## src/rtl/mbss_pkg.sv

```systemverilog
// mbss_pkg: shared types and defaults for the batch median core
// holds the controller/datapath command and status structs
// no dependencies
package mbss_pkg;

   localparam int DefaultDepth       = 64;
   localparam int DefaultSampleWidth = 32;

   // one-hot style commands from the controller to the datapath
   typedef struct packed {
      logic load;    // store the accepted request sample
      logic rd_pos;  // read the entry at the current sort position
      logic first;   // take the position entry as the running minimum
      logic scan;    // compare one entry against the running minimum
      logic swap1;   // write the old position value to the minimum's slot
      logic swap2;   // write the minimum to the position, advance position
      logic finish;  // form the median, load the result, clear the batch
   } cmd_type;

   typedef struct packed {
      logic pos_last;  // sort position is the last stored entry
      logic cmp_last;  // entry being compared is the last stored entry
      logic pos_half;  // sort position is the upper middle index
      logic out_free;  // result register can take a new result
   } status_type;

endpackage

```

## src/rtl/median_by_selection_sort_core.sv

```systemverilog
// median_by_selection_sort_core: top level of the batch median core
// joins the controller and the datapath
// depends on mbss_pkg, mbss_ctrl, mbss_datapath

// Batch median of signed fixed-point samples. Each request carries one
// sample; the request with last_sample set closes the batch. Samples are
// written into a store of DEPTH entries with one write port and one
// registered read port, one per cycle while the block is loading; samples
// past DEPTH are dropped and flagged in overflow. After the closing request
// the block runs selection sort on the store, one compare per cycle through
// the store's registered read port, but only over positions 0 to n/2, which
// is all the median needs. Each pass at position p reads and compares the
// entries from p to n - 1, then makes two swap writes through the single
// write port when p is below n/2. Once the result register is free, the
// result is formed from the sort. The result is twice the median (sum of the
// two middle values, or twice the middle one), exact, with the number of
// samples used and the overflow flag. No request is taken during the sort;
// loading of the next batch may start while the previous result is still
// waiting on rsp_ready.
module median_by_selection_sort_core
   import mbss_pkg::*;
#(
   parameter int DEPTH        = DefaultDepth,
   parameter int SAMPLE_WIDTH = DefaultSampleWidth,
   localparam int CW = $clog2(DEPTH + 1)
)
(
   input  logic                    clock,
   input  logic                    reset,
   // request channel
   input  logic                    req_valid,
   output logic                    req_ready,
   input  logic [SAMPLE_WIDTH-1:0] req_sample,
   input  logic                    req_last_sample,
   // result channel
   output logic                    rsp_valid,
   input  logic                    rsp_ready,
   output logic [SAMPLE_WIDTH:0]   rsp_median_doubled,
   output logic [CW-1:0]           rsp_sample_count,
   output logic                    rsp_overflow
);

   cmd_type    cmd;
   status_type status;

   // sequencing: load, sort passes, swaps, result handoff
   mbss_ctrl u_ctrl (
      .clock           (clock),
      .reset           (reset),
      .req_valid       (req_valid),
      .req_last_sample (req_last_sample),
      .req_ready       (req_ready),
      .status          (status),
      .cmd             (cmd)
   );

   // store, running minimum, median adder and result register
   mbss_datapath #(
      .DEPTH        (DEPTH),
      .SAMPLE_WIDTH (SAMPLE_WIDTH)
   ) u_datapath (
      .clock              (clock),
      .reset              (reset),
      .cmd                (cmd),
      .status             (status),
      .req_sample         (req_sample),
      .rsp_ready          (rsp_ready),
      .rsp_valid          (rsp_valid),
      .rsp_median_doubled (rsp_median_doubled),
      .rsp_sample_count   (rsp_sample_count),
      .rsp_overflow       (rsp_overflow)
   );

endmodule

```

## src/rtl/mbss_ctrl.sv

```systemverilog
// mbss_ctrl: sequencing state machine of the batch median core
// drives datapath commands, reads datapath status
// depends on mbss_pkg
module mbss_ctrl
   import mbss_pkg::*;
(
   input  logic       clock,
   input  logic       reset,
   input  logic       req_valid,
   input  logic       req_last_sample,
   output logic       req_ready,
   input  status_type status,
   output cmd_type    cmd
);

   localparam logic [2:0] S_LOAD    = 3'd0;
   localparam logic [2:0] S_RDPOS   = 3'd1;
   localparam logic [2:0] S_FIRST   = 3'd2;
   localparam logic [2:0] S_SCAN    = 3'd3;
   localparam logic [2:0] S_PASSEND = 3'd4;
   localparam logic [2:0] S_SWAP1   = 3'd5;
   localparam logic [2:0] S_SWAP2   = 3'd6;
   localparam logic [2:0] S_DONE    = 3'd7;

   logic [2:0] state_ff;
   logic [2:0] state_in;

   always_comb begin
      state_in  = state_ff;
      cmd       = '0;
      req_ready = 1'b0;
      case (state_ff)
         S_LOAD: begin
            req_ready = 1'b1;
            if (req_valid) begin
               cmd.load = 1'b1;
               if (req_last_sample) begin
                  state_in = S_RDPOS;
               end
            end
         end
         S_RDPOS: begin
            cmd.rd_pos = 1'b1;
            state_in   = S_FIRST;
         end
         S_FIRST: begin
            cmd.first = 1'b1;
            state_in  = status.pos_last ? S_PASSEND : S_SCAN;
         end
         S_SCAN: begin
            cmd.scan = 1'b1;
            if (status.cmp_last) begin
               state_in = S_PASSEND;
            end
         end
         S_PASSEND: begin
            state_in = status.pos_half ? S_DONE : S_SWAP1;
         end
         S_SWAP1: begin
            cmd.swap1 = 1'b1;
            state_in  = S_SWAP2;
         end
         S_SWAP2: begin
            cmd.swap2 = 1'b1;
            state_in  = S_RDPOS;
         end
         S_DONE: begin
            if (status.out_free) begin
               cmd.finish = 1'b1;
               state_in   = S_LOAD;
            end
         end
         default: begin
            state_in = S_LOAD;
         end
      endcase
   end

   always_ff @(posedge clock) begin
      if (reset) begin
         state_ff <= S_LOAD;
      end else begin
         state_ff <= state_in;
      end
   end

endmodule

```

## src/rtl/mbss_datapath.sv

```systemverilog
// mbss_datapath: sample store, selection-sort registers and result register
// executes mbss_ctrl commands, reports status back
// depends on mbss_pkg
module mbss_datapath
   import mbss_pkg::*;
#(
   parameter int DEPTH        = DefaultDepth,
   parameter int SAMPLE_WIDTH = DefaultSampleWidth,
   localparam int AW = (DEPTH > 1) ? $clog2(DEPTH) : 1,
   localparam int CW = $clog2(DEPTH + 1)
)
(
   input  logic                    clock,
   input  logic                    reset,
   input  cmd_type                 cmd,
   output status_type              status,
   input  logic [SAMPLE_WIDTH-1:0] req_sample,
   input  logic                    rsp_ready,
   output logic                    rsp_valid,
   output logic [SAMPLE_WIDTH:0]   rsp_median_doubled,
   output logic [CW-1:0]           rsp_sample_count,
   output logic                    rsp_overflow
);

   logic [SAMPLE_WIDTH-1:0] mem [DEPTH];
   logic [SAMPLE_WIDTH-1:0] rd_data_ff;

   logic                    wr_en;
   logic [AW-1:0]           wr_addr;
   logic [SAMPLE_WIDTH-1:0] wr_data;
   logic [AW-1:0]           rd_addr;

   logic [CW-1:0] fill_ff, fill_in;
   logic          dropped_ff, dropped_in;
   logic [AW-1:0] pos_ff, pos_in;
   logic [AW-1:0] cmp_idx_ff, cmp_idx_in;
   logic [AW-1:0] best_idx_ff, best_idx_in;
   logic signed [SAMPLE_WIDTH-1:0] best_val_ff, best_val_in;
   logic signed [SAMPLE_WIDTH-1:0] pos_val_ff, pos_val_in;
   logic signed [SAMPLE_WIDTH-1:0] lo_val_ff, lo_val_in;
   logic signed [SAMPLE_WIDTH:0]   median_ff, median_in;
   logic [CW-1:0] count_ff, count_in;
   logic          overflow_ff, overflow_in;
   logic          rsp_valid_ff, rsp_valid_in;

   logic [CW-1:0] last_idx;
   logic signed [SAMPLE_WIDTH:0] best_ext;
   logic signed [SAMPLE_WIDTH:0] other_ext;

   assign last_idx  = fill_ff - CW'(1);
   assign best_ext  = {best_val_ff[SAMPLE_WIDTH-1], best_val_ff};
   // odd count doubles the middle, even count adds the lower middle
   assign other_ext = fill_ff[0] ? best_ext : {lo_val_ff[SAMPLE_WIDTH-1], lo_val_ff};

   assign status.pos_last = (CW'(pos_ff) == last_idx);
   assign status.cmp_last = (CW'(cmp_idx_ff) == last_idx);
   assign status.pos_half = (CW'(pos_ff) == (fill_ff >> 1));
   assign status.out_free = !rsp_valid_ff || rsp_ready;

   always_comb begin
      wr_en        = 1'b0;
      wr_addr      = pos_ff;
      wr_data      = best_val_ff;
      rd_addr      = pos_ff;
      fill_in      = fill_ff;
      dropped_in   = dropped_ff;
      pos_in       = pos_ff;
      cmp_idx_in   = cmp_idx_ff;
      best_idx_in  = best_idx_ff;
      best_val_in  = best_val_ff;
      pos_val_in   = pos_val_ff;
      lo_val_in    = lo_val_ff;
      median_in    = median_ff;
      count_in     = count_ff;
      overflow_in  = overflow_ff;
      rsp_valid_in = rsp_valid_ff;
      if (rsp_valid_ff && rsp_ready) begin
         rsp_valid_in = 1'b0;
      end

      if (cmd.load) begin
         if (fill_ff < CW'(DEPTH)) begin
            wr_en   = 1'b1;
            wr_addr = fill_ff[AW-1:0];
            wr_data = req_sample;
            fill_in = fill_ff + CW'(1);
         end else begin
            dropped_in = 1'b1;
         end
      end

      // fetch the entry at the current sort position
      if (cmd.rd_pos) begin
         rd_addr = pos_ff;
      end

      if (cmd.first) begin
         best_val_in = $signed(rd_data_ff);
         pos_val_in  = $signed(rd_data_ff);
         best_idx_in = pos_ff;
         cmp_idx_in  = pos_ff + AW'(1);
         rd_addr     = pos_ff + AW'(1);
      end

      if (cmd.scan) begin
         // strict compare keeps the first minimum found
         if ($signed(rd_data_ff) < best_val_ff) begin
            best_val_in = $signed(rd_data_ff);
            best_idx_in = cmp_idx_ff;
         end
         cmp_idx_in = cmp_idx_ff + AW'(1);
         rd_addr    = cmp_idx_ff + AW'(1);
      end

      if (cmd.swap1) begin
         wr_en     = 1'b1;
         wr_addr   = best_idx_ff;
         wr_data   = pos_val_ff;
         lo_val_in = best_val_ff;
      end

      if (cmd.swap2) begin
         wr_en   = 1'b1;
         wr_addr = pos_ff;
         wr_data = best_val_ff;
         pos_in  = pos_ff + AW'(1);
      end

      if (cmd.finish) begin
         median_in    = best_ext + other_ext;
         count_in     = fill_ff;
         overflow_in  = dropped_ff;
         rsp_valid_in = 1'b1;
         fill_in      = '0;
         dropped_in   = 1'b0;
         pos_in       = '0;
      end
   end

   always_ff @(posedge clock) begin
      if (wr_en) begin
         mem[wr_addr] <= wr_data;
      end
      rd_data_ff <= mem[rd_addr];
   end

   always_ff @(posedge clock) begin
      if (reset) begin
         fill_ff      <= '0;
         dropped_ff   <= 1'b0;
         pos_ff       <= '0;
         rsp_valid_ff <= 1'b0;
      end else begin
         fill_ff      <= fill_in;
         dropped_ff   <= dropped_in;
         pos_ff       <= pos_in;
         rsp_valid_ff <= rsp_valid_in;
      end
   end

   always_ff @(posedge clock) begin
      cmp_idx_ff  <= cmp_idx_in;
      best_idx_ff <= best_idx_in;
      best_val_ff <= best_val_in;
      pos_val_ff  <= pos_val_in;
      lo_val_ff   <= lo_val_in;
      median_ff   <= median_in;
      count_ff    <= count_in;
      overflow_ff <= overflow_in;
   end

   assign rsp_valid          = rsp_valid_ff;
   assign rsp_median_doubled = median_ff;
   assign rsp_sample_count   = count_ff;
   assign rsp_overflow       = overflow_ff;

endmodule

```

## config.mk

```make
export PLATFORM = sky130hd
export DESIGN_NAME = median_by_selection_sort_core
export DESIGN_NICKNAME = d
export VERILOG_FILES = /design/src/rtl/mbss_pkg.sv /design/src/rtl/median_by_selection_sort_core.sv /design/src/rtl/mbss_ctrl.sv /design/src/rtl/mbss_datapath.sv
export SDC_FILE = /design/constraint.sdc
export NUM_CORES = 2
export LEC_CHECK = 0
export BUFFER_PORTS_ARGS = -buffer_cell sky130_fd_sc_hd__clkbuf_2
export CAP_MARGIN = 20
export CORE_MARGIN = 5
export CORE_UTILIZATION = 45
export CTS_BUF_LIST = sky130_fd_sc_hd__clkbuf_8
export DETAILED_ROUTE_END_ITERATION = 6
export PLACE_DENSITY_LB_ADDON = 0.08
export SYNTH_ARGS = -nofsm -noshare
export SYNTH_HDL_FRONTEND = slang
export SYNTH_HIERARCHICAL = 1
export SYNTH_SLANG_ARGS = --single-unit
```

## constraint.sdc

```tcl
create_clock -name clock -period 15.07 [get_ports clock]
set_clock_uncertainty 0.15 [all_clocks]
set_input_delay 1.507 -clock clock [delete_from_list [all_inputs] [get_ports clock]]
set_output_delay 1.507 -clock clock [all_outputs]
set_load 0.03 [all_outputs]
```

* Yosys cells after proc, flatten, opt, wreduce, memory -nomap -nowiden
Memory sizes are Yosys's and may differ from the RTL's. A register that Yosys moved wholly into a read port is not among the register bits.
Cells that the tools add are included.
** Storage, ports and cells
- Bits in registers :: 167
- Memory bits (writable) :: 2048
- Input port bits :: 37
- Output and inout port bits :: 43
- Memories kept :: 1
** Cells by class
- Add/sub/neg operators :: 5
- Magnitude comparators :: 2
- Eq/ne operators :: 14
- Multiplexer cells :: 43
- Bitwise logic cells :: 1
- Reductions and logical operators :: 10
** Memory list
- u_datapath.mem :: depth 64, bits a word 32, rd ports 1, clocked after memory_dff 1, wr ports 1, line mbss_datapath.sv:25 : logic [SAMPLE_WIDTH-1:0] mem [DEPTH];
** Operator list (number)
- 32-bit two-way mux :: 7
- 6-bit two-way mux :: 11
- 32-bit by 33-bit adder with 33-bit output :: 1
- 33-bit two-way mux :: 1
- 32-bit < comparator :: 1
- 3-bit case mux with 8 select lines :: 1
- 1-bit two-way mux :: 17
- 3-bit two-way mux :: 5
- 6-bit by 7-bit == test with 1-bit output :: 2
- 6-bit by 1-bit adder with 6-bit output, second input constant :: 2
- 3-bit == test, second input constant :: 4
- 2-bit != test, second input constant :: 4
- 7-bit by 1-bit adder with 7-bit output, second input constant :: 1
- 7-bit < comparator, second input constant :: 1
- 7-bit by 1-bit subtractor with 7-bit output, second input constant :: 1
- 3-bit by 2-bit == test with 1-bit output, second input constant :: 2
- 6-bit == test :: 1
- 2-bit AND reduction :: 2
- 4-bit AND reduction :: 1
- 2-bit nonzero test :: 2
- 3-bit by 1-bit == test with 1-bit output, second input constant :: 1
- 3-bit zero test :: 1
- 2-bit two-way mux :: 1
- 2-bit OR reduction :: 1
- 4 further kinds :: 4

* Logic depth before layout (Yosys ltp)
- Depth after elaboration :: 7
- Depth in mapped cells :: 14
- Gate-level depth less buffers :: 11

* Modules after synthesis
The synthesis kept the hierarchy.
** Modules (own cells, without submodules)
- mbss_datapath :: times used 1, cells an instance 6246, area each 93307.0 µm², sequential area each 66533.8 µm²
- mbss_ctrl :: times used 1, cells an instance 34, area each 252.7 µm², sequential area each 60.1 µm²

* Worst setup path after synthesis
OpenSTA, ideal clock, no wires.
- Kind :: flip-flop to flip-flop
- Start point :: register u_ctrl.state_ff[2]
- End point :: memory u_datapath/mem[0][10] (netlist bit) (data pin)
- Library setup time :: 0.702 ns
- Data arrival time :: 5.331 ns
- Required time :: 14.218 ns
- Slack :: 8.887 ns
- Stages on the path, launching flop included :: 9
- Buffers on the path :: 4
- Cells stage by stage :: dfxtp_1 > buf_4 > nor2b_1 > and2_1 > clkbuf_1 > buf_1 > buf_1 > mux2i_1 > o21ai_0
** RTL lines
- start: declaration :: line mbss_ctrl.sv:25 : logic [2:0] state_ff;
- start signal: assignment :: line mbss_ctrl.sv:83 : state_ff <= state_in;
- end: declaration :: line mbss_datapath.sv:25

==> run metrics <==
worst-margin pin slew=around 1.2 ns; clock slew at reported path FFs=0.06 ns; Seq pwr share=between 50% and 60%; power density cells=approximately 150 nW/um^2; crit path cell chain=and3_1 > nand2b_1 > mux2i_1 > or2_4 > buf_4 > buf_4 > buf_4 > a311oi_1 > o32ai_1 > nor4_1; CTS hold repair buffers=0; drt total wl=approximately 290000 microns; # fillers=~18000; design area=105000 sq um; Final Cycle Share=about 41%; switching pwr=4.48 mW; first-pass GRT wire length=approximately 410000 microns; WS Path Type=flip-flop to flip-flop; vias=56973; placer congestion estimate=0.869; Logic pwr share=between 15 and 20%; post-cts sizing count=0; Post-DRT Antenna Nets=0; clk sinks=between 2000 and 2500; Hold Crit Class=flip-flop to flip-flop; htree depth=5; crit path max fanout=between 40 and 50; max_slew headroom=between 10% and 20%; clock power share=32.8%; Final WS setup=8.86 ns; router iterations before antenna repair=5; Worst R2R Setup Slack=~8.9 ns; Area Overhead vs Synth=12.6%; max-cap violations=0; Nets=6671; Rows=around 170; crit path time final=between 6 and 7 ns; Clock Root Buffer=clkbuf_8; Max stage delay on crit path=1.08 ns; IO Port Bufs=between 70 and 80; GRT overflow=0; vias in the first global route=around 55000; post-route setup TNS=0 ns; Die X=about 470 microns; DR WL/cell=about 30 microns; data required time of the worst path=15.83 ns; CTS tree=yes; Syn Inst Count=approximately 6300; critical path launch point type=flip-flop; # placed instances=about 9000; RSZ-0062 raised after global routing=false; Post-Layout Cell Count=approximately 9600; Core Area=207000 sq um; commonest non-fill, non-tap cell in the layout=edfxtp_1; Netlist Area Pre-Place=around 94000 sq um; die height=around 470 microns; synth warn=6; Reg area=between 60000 and 70000 sq um; status=finished, final reports clean; most frequent cells in the layout=edfxtp_1 (2159), nand2_1 (1136), mux2i_1 (810), clkbuf_8 (421), and3_1 (265); share of cells above drive strength 1=between 10% and 20%; IO Count=80; Post-CTS Setup Bufs=0; cts bufs inserted=between 300 and 400; Starting Density=a little under half; footprint of the multi-input gates=between 20000 and 30000 sq um; initial antenna violation count=13; Clk Latency, worst-skew pair=1.10 ns; Vias/cell=roughly 5.9; gr usage total=~26%; syn_nets=roughly 6400; count of final max-slew check failures=0; P_int=around 11 mW; DRC viols=0; Avg Inst Size Synth=14.9 sq um; largest net degree at the start of global routing=150; most frequent CP cell=buf_4; final hold violations=0; Critical Path AT=between 6 and 7 ns; die area=217000 sq um; pre-CTS WS=around 9 ns; DP HPWL=approximately 160000 microns; Switching Share=between 20% and 30%; Max Root-Sink Buffers=4; DRT iter0 DRCs=a little under 6000; Static Leak=between 30 and 40 nW; Placed Area=about 98000 sq um; Peak Freq=161 MHz; crit end category=flip-flop; final count of negative-setup-slack endpoints=0; Worst path slowest cell=o32ai_1; Worst VDD drop=0.108 mV
==> critical path: cells and delay by family, from the launching register on <==
| kind | cells | cell delay [ns] |
|---|---|---|
| AO/OA/AOI/OAI | 2 | 1.25 |
| buffers and inverters | 3 | 1.68 |
| flip-flops | 1 | 0.52 |
| AND/OR/NAND/NOR | 4 | 1.97 |
| multiplexers | 1 | 0.36 |
==> final timing paths <==
check / startpoint / to / depth (start not counted)
worst min-delay path: u_datapath/dropped_ff / u_datapath/rsp_overflow / 0
worst max register to register: u_ctrl/state_ff[0] / u_datapath/rd_data_ff[29] / 10
worst max-delay path: u_ctrl/state_ff[0] / u_datapath/rd_data_ff[29] / 10
worst min register to register: u_datapath/dropped_ff / u_datapath/rsp_overflow / 0
==> flip-flops by register name (all words and copies together) (netlist names) <==
register and cells:
u_datapath/best_val_ff 32, u_datapath/dropped_ff 1, u_datapath/cmp_idx_ff 6, u_datapath/pos_ff 6, u_ctrl/state_ff 3, u_datapath/rsp_sample_count 7
u_datapath/mem 2048, u_datapath/fill_ff 7, u_datapath/best_idx_ff 6, u_datapath/lo_val_ff 32, u_datapath/rd_data_ff 32, u_datapath/rsp_median_doubled 33
u_datapath/rsp_overflow 1, u_datapath/rsp_valid 1, u_datapath/pos_val_ff 32
==> metal layers <==
| layer | track usage, % | vias up | part of all wire [%] |
|---|---|---|---|
| met5 | 0 | - | 0.0066 |
| met4 | 9.09 | 2 | 3.5 |
| met3 | 5.43 | 449 | 8.2 |
| met2 | 40.8 | 2371 | 46 |
| met1 | 35.7 | 29343 | 42 |
| li1 | - | 24808 | - |
==> through the flow <==
stage / util, % / total power, mW / hold slack, ns
6_report: 50.9 / 15.3 / 0.327
2_1_floorplan: - / 9.28 / 0.256
4_1_cts: 50.8 / 15.4 / 0.351
3_5_place_dp: 47.5 / 10.4 / 0.360
5_1_grt: 50.9 / 15.9 / 0.348
3_3_place_gp: 47.4 / 10.4 / 0.352
==> power by group through the flow <==
stage / logic (mW) / registers (mW) / clock network [mW]
after floorplan: 1.44 / 7.84 / 0
after global placement: 2.48 / 7.87 / 0
after detailed placement: 2.53 / 7.87 / 0
after CTS: 2.54 / 7.74 / 5.14
after global routing: 2.74 / 7.75 / 5.45
final: 2.56 / 7.74 / 5.03
==> area by class of cell <==
class / instances / area share [%]
Sequential cell: 2247 / 63.2
Multi-Input combinational cell: 3568 / 24.6
Clock buffer: 421 / 5.50
Tap cell: 2788 / 3.31
Timing Repair Buffer: 305 / 2.16
Clock inverter: 246 / 0.985
Inverter: 51 / 0.182
Antenna cell: 10 / 0.0238
(Power assumes the default switching activity.)
